## src/rtl/core/cc20_pkg.sv

```systemverilog
// Shared constants and types for the ChaCha keystream generator.
// The generator top level and the quarter-round unit use this package.
// It has no dependencies.
`timescale 1ns / 1ps

package cc20_pkg;

  localparam int DOUBLE_ROUNDS_DEF = 10;

  // "expand 32-byte k" as four little-endian words.
  localparam logic [31:0] SIGMA0 = 32'h61707865;
  localparam logic [31:0] SIGMA1 = 32'h3320646e;
  localparam logic [31:0] SIGMA2 = 32'h79622d32;
  localparam logic [31:0] SIGMA3 = 32'h6b206574;

  localparam logic [63:0] SEED_XOR = 64'h123456789ABCDEF0;
  localparam logic [63:0] SEED_MUL = 64'h9e3779b97f4a7c15;

  // The four words that one quarter round works on.
  typedef struct packed {
    logic [31:0] a;
    logic [31:0] b;
    logic [31:0] c;
    logic [31:0] d;
  } qr_words_t;

endpackage

```

## src/rtl/core/cc20_qr.sv

```systemverilog
// Half of a ChaCha quarter round: two add, xor and rotate pairs.
// The first half rotates by 16 and 12, the second half by 8 and 7.
// Depends on cc20_pkg.
`timescale 1ns / 1ps

module cc20_qr (
  input  logic                 second_half,
  input  cc20_pkg::qr_words_t  words_in,
  output cc20_pkg::qr_words_t  words_out
);
  import cc20_pkg::*;

  function automatic logic [31:0] rotl(input logic [31:0] v, input int unsigned n);
    return (v << n) | (v >> (32 - n));
  endfunction

  logic [31:0] a_sum;
  logic [31:0] d_mix;
  logic [31:0] d_rot;
  logic [31:0] c_sum;
  logic [31:0] b_mix;
  logic [31:0] b_rot;

  always_comb begin
    a_sum = words_in.a + words_in.b;
    d_mix = words_in.d ^ a_sum;
    d_rot = second_half ? rotl(d_mix, 8) : rotl(d_mix, 16);
    c_sum = words_in.c + d_rot;
    b_mix = words_in.b ^ c_sum;
    b_rot = second_half ? rotl(b_mix, 7) : rotl(b_mix, 12);
    words_out.a = a_sum;
    words_out.b = b_rot;
    words_out.c = c_sum;
    words_out.d = d_rot;
  end

endmodule

```

## src/rtl/core/chacha20_keystream_prng.sv

```systemverilog
// Random generator on the ChaCha block function, one 64-bit draw per transaction.
// A draw served from the buffer is valid in the cycle after acceptance; a draw that needs a block
// waits until the shared half quarter-round unit, which does one half quarter round per cycle,
// has run all rounds of the block; a restart first derives the key words from the seed.
// One block serves eight draws; no new draw is accepted while a block is being computed.
// Synchronous reset: seed 0, key words derived from seed 0, counter 0, buffer empty.
`timescale 1ns / 1ps

module chacha20_keystream_prng #(
  parameter int DOUBLE_ROUNDS = cc20_pkg::DOUBLE_ROUNDS_DEF
) (
  input  logic        clk,
  input  logic        rst,
  input  logic        cfg_we,
  input  logic [63:0] cfg_wdata,
  input  logic        in_valid,
  output logic        in_ready,
  input  logic        restart,
  output logic        out_valid,
  input  logic        out_ready,
  output logic [63:0] random_value,
  output logic        new_block
);
  import cc20_pkg::*;

  localparam int DR_W = $clog2(DOUBLE_ROUNDS);

  typedef enum logic [4:0] {
    S_IDLE  = 5'b00001,
    S_KEY   = 5'b00010,
    S_INIT  = 5'b00100,
    S_ROUND = 5'b01000,
    S_FEED  = 5'b10000
  } state_t;

  state_t           state;
  logic [63:0]      seed_value;
  logic [31:0]      key [8];
  logic [63:0]      ctr;
  logic [4:0]       pos;
  logic [31:0]      x [16];
  logic             half;
  logic [1:0]       col;
  logic             diag;
  logic [DR_W-1:0]  dround;
  logic [1:0]       mcnt;
  logic [31:0]      mul_a;
  logic [31:0]      mul_b;
  logic [63:0]      prod;
  logic [31:0]      acc_lo;
  logic [31:0]      acc_hi;
  logic [31:0]      acc_hi_next;
  logic [31:0]      init_w [16];
  logic [31:0]      ks [16];
  logic [31:0]      xq [16];
  logic [31:0]      x_round [16];
  logic [1:0]       rot_amt [4];
  logic [1:0]       rsel;
  logic             accept;
  logic             last_step;
  qr_words_t        qr_in;
  qr_words_t        qr_out;

  assign in_ready  = (state == S_IDLE) && (!out_valid || out_ready);
  assign accept    = in_valid && in_ready;
  assign last_step = half && diag && (col == 2'd3) &&
                     (dround == DR_W'(DOUBLE_ROUNDS - 1));

  // Block input words: constants, key, counter and a zero nonce.
  always_comb begin
    init_w[0] = SIGMA0;
    init_w[1] = SIGMA1;
    init_w[2] = SIGMA2;
    init_w[3] = SIGMA3;
    for (int i = 0; i < 8; i++) begin
      init_w[4 + i] = key[i];
    end
    init_w[12] = ctr[31:0];
    init_w[13] = ctr[63:32];
    init_w[14] = 32'd0;
    init_w[15] = 32'd0;
    for (int i = 0; i < 16; i++) begin
      ks[i] = x[i] + init_w[i];
    end
  end

  // The unit always works on column 0; the rows then rotate so that the next
  // column or diagonal lands there. The last step of each half of a double round
  // rotates the rows unevenly to diagonalize or to restore column order.
  assign qr_in = '{a: x[0], b: x[4], c: x[8], d: x[12]};

  cc20_qr u_qr (
    .second_half (half),
    .words_in    (qr_in),
    .words_out   (qr_out)
  );

  always_comb begin
    for (int r = 0; r < 4; r++) begin
      rot_amt[r] = 2'd1;
    end
    if (col == 2'd3 && !diag) begin
      rot_amt[0] = 2'd1;
      rot_amt[1] = 2'd2;
      rot_amt[2] = 2'd3;
      rot_amt[3] = 2'd0;
    end else if (col == 2'd3 && diag) begin
      rot_amt[0] = 2'd1;
      rot_amt[1] = 2'd0;
      rot_amt[2] = 2'd3;
      rot_amt[3] = 2'd2;
    end
  end

  always_comb begin
    rsel = 2'd0;
    for (int i = 0; i < 16; i++) begin
      xq[i] = x[i];
    end
    xq[0]  = qr_out.a;
    xq[4]  = qr_out.b;
    xq[8]  = qr_out.c;
    xq[12] = qr_out.d;
    for (int r = 0; r < 4; r++) begin
      for (int j = 0; j < 4; j++) begin
        rsel = 2'(j) + rot_amt[r];
        x_round[4 * r + j] = half ? xq[{2'(r), rsel}] : xq[4 * r + j];
      end
    end
  end

  // Seed times the golden-ratio constant, low 64 bits, from three 32x32 products.
  always_comb begin
    unique case (mcnt)
      2'd0:    begin mul_a = seed_value[31:0];  mul_b = SEED_MUL[31:0];  end
      2'd1:    begin mul_a = seed_value[31:0];  mul_b = SEED_MUL[63:32]; end
      2'd2:    begin mul_a = seed_value[63:32]; mul_b = SEED_MUL[31:0];  end
      default: begin mul_a = seed_value[63:32]; mul_b = SEED_MUL[31:0];  end
    endcase
    acc_hi_next = acc_hi + prod[31:0];
  end

  always_ff @(posedge clk) begin
    prod <= 64'(mul_a) * 64'(mul_b);
    if (state == S_KEY && mcnt == 2'd1) begin
      acc_lo <= prod[31:0];
      acc_hi <= prod[63:32];
    end else if (state == S_KEY && mcnt == 2'd2) begin
      acc_hi <= acc_hi_next;
    end
  end

  // Working state, which also holds the finished keystream block.
  always_ff @(posedge clk) begin
    unique case (state)
      S_INIT:  x <= init_w;
      S_ROUND: x <= x_round;
      S_FEED:  x <= ks;
      S_IDLE, S_KEY: ;
      default: ;
    endcase
  end

  // Output payload.
  always_ff @(posedge clk) begin
    if (state == S_IDLE && accept && !restart && !pos[4]) begin
      random_value <= {x[{pos[3:1], 1'b1}], x[{pos[3:1], 1'b0}]};
      new_block    <= 1'b0;
    end else if (state == S_FEED) begin
      random_value <= {ks[1], ks[0]};
      new_block    <= 1'b1;
    end
  end

  always_ff @(posedge clk) begin
    if (rst) begin
      state      <= S_IDLE;
      seed_value <= 64'd0;
      key[0]     <= 32'd0;
      key[1]     <= 32'd0;
      key[2]     <= SEED_XOR[31:0];
      key[3]     <= SEED_XOR[63:32];
      key[4]     <= 32'd0;
      key[5]     <= 32'd0;
      key[6]     <= 32'hFFFFFFFF;
      key[7]     <= 32'hFFFFFFFF;
      ctr        <= 64'd0;
      pos        <= 5'd16;
      out_valid  <= 1'b0;
      half       <= 1'b0;
      col        <= 2'd0;
      diag       <= 1'b0;
      dround     <= '0;
      mcnt       <= 2'd0;
    end else begin
      if (cfg_we) begin
        seed_value <= cfg_wdata;
      end
      if (out_valid && out_ready) begin
        out_valid <= 1'b0;
      end
      unique case (state)
        S_IDLE: begin
          if (accept) begin
            if (restart) begin
              key[0] <= seed_value[31:0];
              key[1] <= seed_value[63:32];
              key[2] <= seed_value[31:0] ^ SEED_XOR[31:0];
              key[3] <= seed_value[63:32] ^ SEED_XOR[63:32];
              key[6] <= ~seed_value[31:0];
              key[7] <= ~seed_value[63:32];
              ctr    <= 64'd0;
              pos    <= 5'd16;
              mcnt   <= 2'd0;
              state  <= S_KEY;
            end else if (pos[4]) begin
              state <= S_INIT;
            end else begin
              out_valid <= 1'b1;
              pos       <= pos + 5'd2;
            end
          end
        end
        S_KEY: begin
          mcnt <= mcnt + 2'd1;
          if (mcnt == 2'd3) begin
            key[4] <= acc_lo;
            key[5] <= acc_hi_next;
            state  <= S_INIT;
          end
        end
        S_INIT: begin
          half   <= 1'b0;
          col    <= 2'd0;
          diag   <= 1'b0;
          dround <= '0;
          state  <= S_ROUND;
        end
        S_ROUND: begin
          half <= ~half;
          if (half) begin
            col <= col + 2'd1;
            if (col == 2'd3) begin
              diag <= ~diag;
              if (diag) begin
                dround <= dround + DR_W'(1);
              end
            end
          end
          if (last_step) begin
            state <= S_FEED;
          end
        end
        S_FEED: begin
          out_valid <= 1'b1;
          ctr       <= ctr + 64'd1;
          pos       <= 5'd2;
          state     <= S_IDLE;
        end
        default: state <= S_IDLE;
      endcase
    end
  end

  // The buffer position only takes even values up to sixteen.
  a_pos_even: assert property (@(posedge clk) disable iff (rst)
    !pos[0] && (!pos[4] || pos[3:0] == 4'd0))
    else $error("buffer position out of range");

  // Finishing a block presents its first draw and marks it as fresh.
  a_feed_out: assert property (@(posedge clk) disable iff (rst)
    state == S_FEED |=> out_valid && new_block && pos == 5'd2)
    else $error("fresh block not presented");

  // A restart clears the counter and empties the buffer before key derivation.
  a_restart: assert property (@(posedge clk) disable iff (rst)
    accept && restart |=> state == S_KEY && ctr == 64'd0 && pos == 5'd16)
    else $error("restart did not reinitialize");

endmodule

```

## config.mk

```make
export PLATFORM = sky130hd
export DESIGN_NAME = chacha20_keystream_prng
export DESIGN_NICKNAME = d
export VERILOG_FILES = /design/src/rtl/core/cc20_pkg.sv /design/src/rtl/core/cc20_qr.sv /design/src/rtl/core/chacha20_keystream_prng.sv
export SDC_FILE = /design/constraint.sdc
export NUM_CORES = 2
export LEC_CHECK = 0
export CORE_MARGIN = 2
export CORE_UTILIZATION = 45
export CTS_BUF_LIST = sky130_fd_sc_hd__clkbuf_2 sky130_fd_sc_hd__clkbuf_4 sky130_fd_sc_hd__clkbuf_8
export CTS_CLUSTER_DIAMETER = 50
export DETAILED_ROUTE_END_ITERATION = 10
export DONT_BUFFER_PORTS = 1
export PLACE_DENSITY = 0.64
export RECOVER_POWER = 25
export SYNTH_ARGS = -nofsm -noshare
export SYNTH_HDL_FRONTEND = slang
export SYNTH_SLANG_ARGS = --single-unit
```

## constraint.sdc

```tcl
create_clock -name clk -period 19.85 [get_ports clk]
set_input_delay 1.985 -clock clk [delete_from_list [all_inputs] [get_ports clk]]
set_output_delay 1.985 -clock clk [all_outputs]
set_load 0.05 [all_outputs]
```

==> qor.txt <==
crit-path leading delay family -> adder cells
slowest CP cell -> clkbuf_1
top post-synthesis cells by area -> edfxtp_1, fa_1, ha_1, mux2i_1, dfxtp_1
multi-input logic area -> 0.0641 mm^2
area leader, netlist -> edfxtp_1
WS Path Type -> reg -> reg
share of the synthesized area in the top cell type -> 0.253
Max VDD drop -> 0.289 mV
clock-pin slew on the worst setup and hold paths -> 0.07 ns
commonest register cell after synthesis -> edfxtp_1
failing checks -> capacitance limit, slew limit
biggest cell delay along the critical path -> 2.22 ns
clock skew -> 0.0829 ns
final std cells w/o fill -> 13200
Finish-stage setup viols -> 0
hold_sp -> prod[25]
maxcap violations -> 23
post-synth cell types -> 92
Port Buffer Count -> 0
CP startpoint -> mcnt[1]
critical path endpoint category -> flip-flop
core area -> 0.219 mm^2
outcome -> finished, violations left
CTS max path bufs -> 3
Top cell by count, worst path -> fa_1
leakage -> 44.0 nW
syn avg cell area -> 9.58 um^2
WL final -> 422000 um
arrival time worst endpoint -> 14.21 ns
TritonRoute pass-1 iters -> 10
nets -> 11700
Final Util -> 0.485
ys async rst share -> 0
mapped cell area -> 0.0988 mm^2
Tcrit/Tclk final -> 0.671
CTS sink cnt -> 1045
gpl congestion -> 1.05
Fin. Hold Viols -> 0
Post-DP HPWL -> 332000 um
fraction of layout cells with a size suffix above 1 -> 0.0678
die height -> 473 um
die width -> 473 um
achievable frequency -> 75.0 MHz
number of global-route vias before repair -> 82000
# hold bufs at CTS -> 0
CTS tree -> built
DRT iter0 DRCs -> 12000
CP Launch Type -> flip-flop
Synth Instances -> 10300
Area after DPL -> 0.102 mm^2
initial antenna violation count -> 36
required time of the critical path -> 20.73 ns
fill count -> 20600
Starting Density -> 0.451
WL/cell -> 31.9 um
worst-path maximum fanout -> 62
Final Critical Period -> 13.32 ns
global-route wire length before repair -> 594000 um
Slew headroom -> -2.00
Core Rows -> 172
CTS H-Tree Depth -> 4
Post-synth EDFFs -> 832
PwrDens -> 143 mW/mm^2
Final Max Tran Viols -> 904
Post-CTS Setup Repair Bufs -> 0
io pins -> 137
clk_lat worst skew -> 1.04 ns
Power Total -> 0.0152 W
TNS Setup -> 0 ns
Post-Place Cells -> 12900
via/cell ratio -> 6.44
r2r startpoint -> mcnt[1]
gr ovfl total -> 0
RSZ-0062 raised after global routing -> false
Yosys reg bits -> 1045
sequential fraction of the synthesis area -> 0.296
ANT nets after route -> 0
post_cts resized -> 0
Area Growth Syn to Fin -> 7.53%
Root Driver -> clkbuf_8
Synthesis Warnings -> 0
FF+latch area -> 0.0293 mm^2
Hold Path Class -> reg -> reg
CP bufs+invs -> 7
Die ar. -> 0.223 mm^2
DR DRC count -> 0
Num CTS Buffers -> 195
Worst Tran Pin Value -> 4.50 ns
largest net degree at the start of global routing -> 140
Finished Cell Area -> 0.106 mm^2
GRT Total Usage -> 0.368
detailed-route via count -> 85300
-- state kept, by name (all words and copies together), names as in the netlist, 4 cells and up --
register,cells
key,192
qr_in,128
acc_lo,32
prod,64
dround,4
acc_hi,32
x,384
state,5
random_value,64
ctr,64
pos,4
seed_value,64
-- Yosys cell counts (all sizes together), types with 92 or more instances --
cell    instances
a211oi        196
a21o          210
a21oi         721
and2          141
and3           92
buf           100
clkbuf        401
dfxtp         213
edfxtp        832
fa            590
ha            840
inv          1021
mux2i         438
mux4          128
nand2         704
nand3         152
nor2          832
nor3          132
o21ai         696
xnor2         383
xor2          275
-- cell usage in the layout (no fill, tap or decap), types with 51 or more instances in the layout --
cell type  netlist  routed
a211oi_1       195     195
a21o_1         210     210
a21oi_1        721     720
a22oi_1         72      72
a31oi_1         63      63
and2_1         138     101
and3_1          92      92
buf_4            0     119
clkbuf_8         0     220
dfxtp_1        213     208
edfxtp_1       832     832
fa_1           590     590
ha_1           840     839
inv_1         1019    1019
mux2i_1        438     436
mux4_2         128     128
nand2_1        703     697
nand2b_1        76      76
nand3_1        152     152
nor2_1         832     824
nor2b_1         80      80
nor3_1         132     131
o211ai_1        89      89
o21a_1          51      51
o21ai_0        692     692
o21bai_1        68      68
o221ai_1        84      84
xnor2_1        383     382
xor2_1         275     274
-- final cells by class --
type                       instances  area share
timing repair buffer             146     0.00997
multi-input combinational       7771       0.603
antenna                           20    0.000471
clock inverter                    99     0.00929
clock buffer                     267      0.0318
sequential                      1045       0.275
inverter                        1024      0.0362
tap                             2871      0.0338
-- report_power, final --
| group | leakage [nW] | switching, W | internal [W] |
|---|---|---|---|
| registers | 9.18 | 0.000227 | 0.00266 |
| logic | 32.6 | 0.00646 | 0.00348 |
| clock network | 2.28 | 0.00107 | 0.00133 |
| total | 44.0 | 0.00776 | 0.00747 |
-- kinds of logic after synthesis --
logic type | share of synthesized area
AO/OA/AOI/OAI | 0.172
AND/OR/NAND/NOR | 0.110
other | 0.0000760
adder cells (fa/ha/maj) | 0.226
flip-flops | 0.296
multiplexers | 0.0772
XOR/XNOR | 0.0616
buffers and inverters | 0.0580
-- path summary, 6_finish.rpt --
check | to | slack [ns] | cells after the start
min | acc_lo[25] | 0.43 | 0
min reg2reg | acc_lo[25] | 0.43 | 0
max | prod[60] | 6.53 | 30
max reg2reg | prod[60] | 6.53 | 30
-- through the flow --
step	hold WS [ns]	worst slack, ns
6_report	0.434	6.53
5_1_grt	0.458	6.19
4_1_cts	0.437	9.35
3_5_place_dp	0.430	9.40
3_3_place_gp	0.423	9.53
2_1_floorplan	0.415	2.19
-- routing by layer --
metal,vias to the layer above,GRT usage,share of wire
met4,14,0.252,0.082
met2,5464,0.564,0.44
li1,36700,-,-
met5,-,0,0.00024
met3,1150,0.0836,0.11
met1,42000,0.463,0.37
No activity file was read; power rests on OpenSTA's default activity.
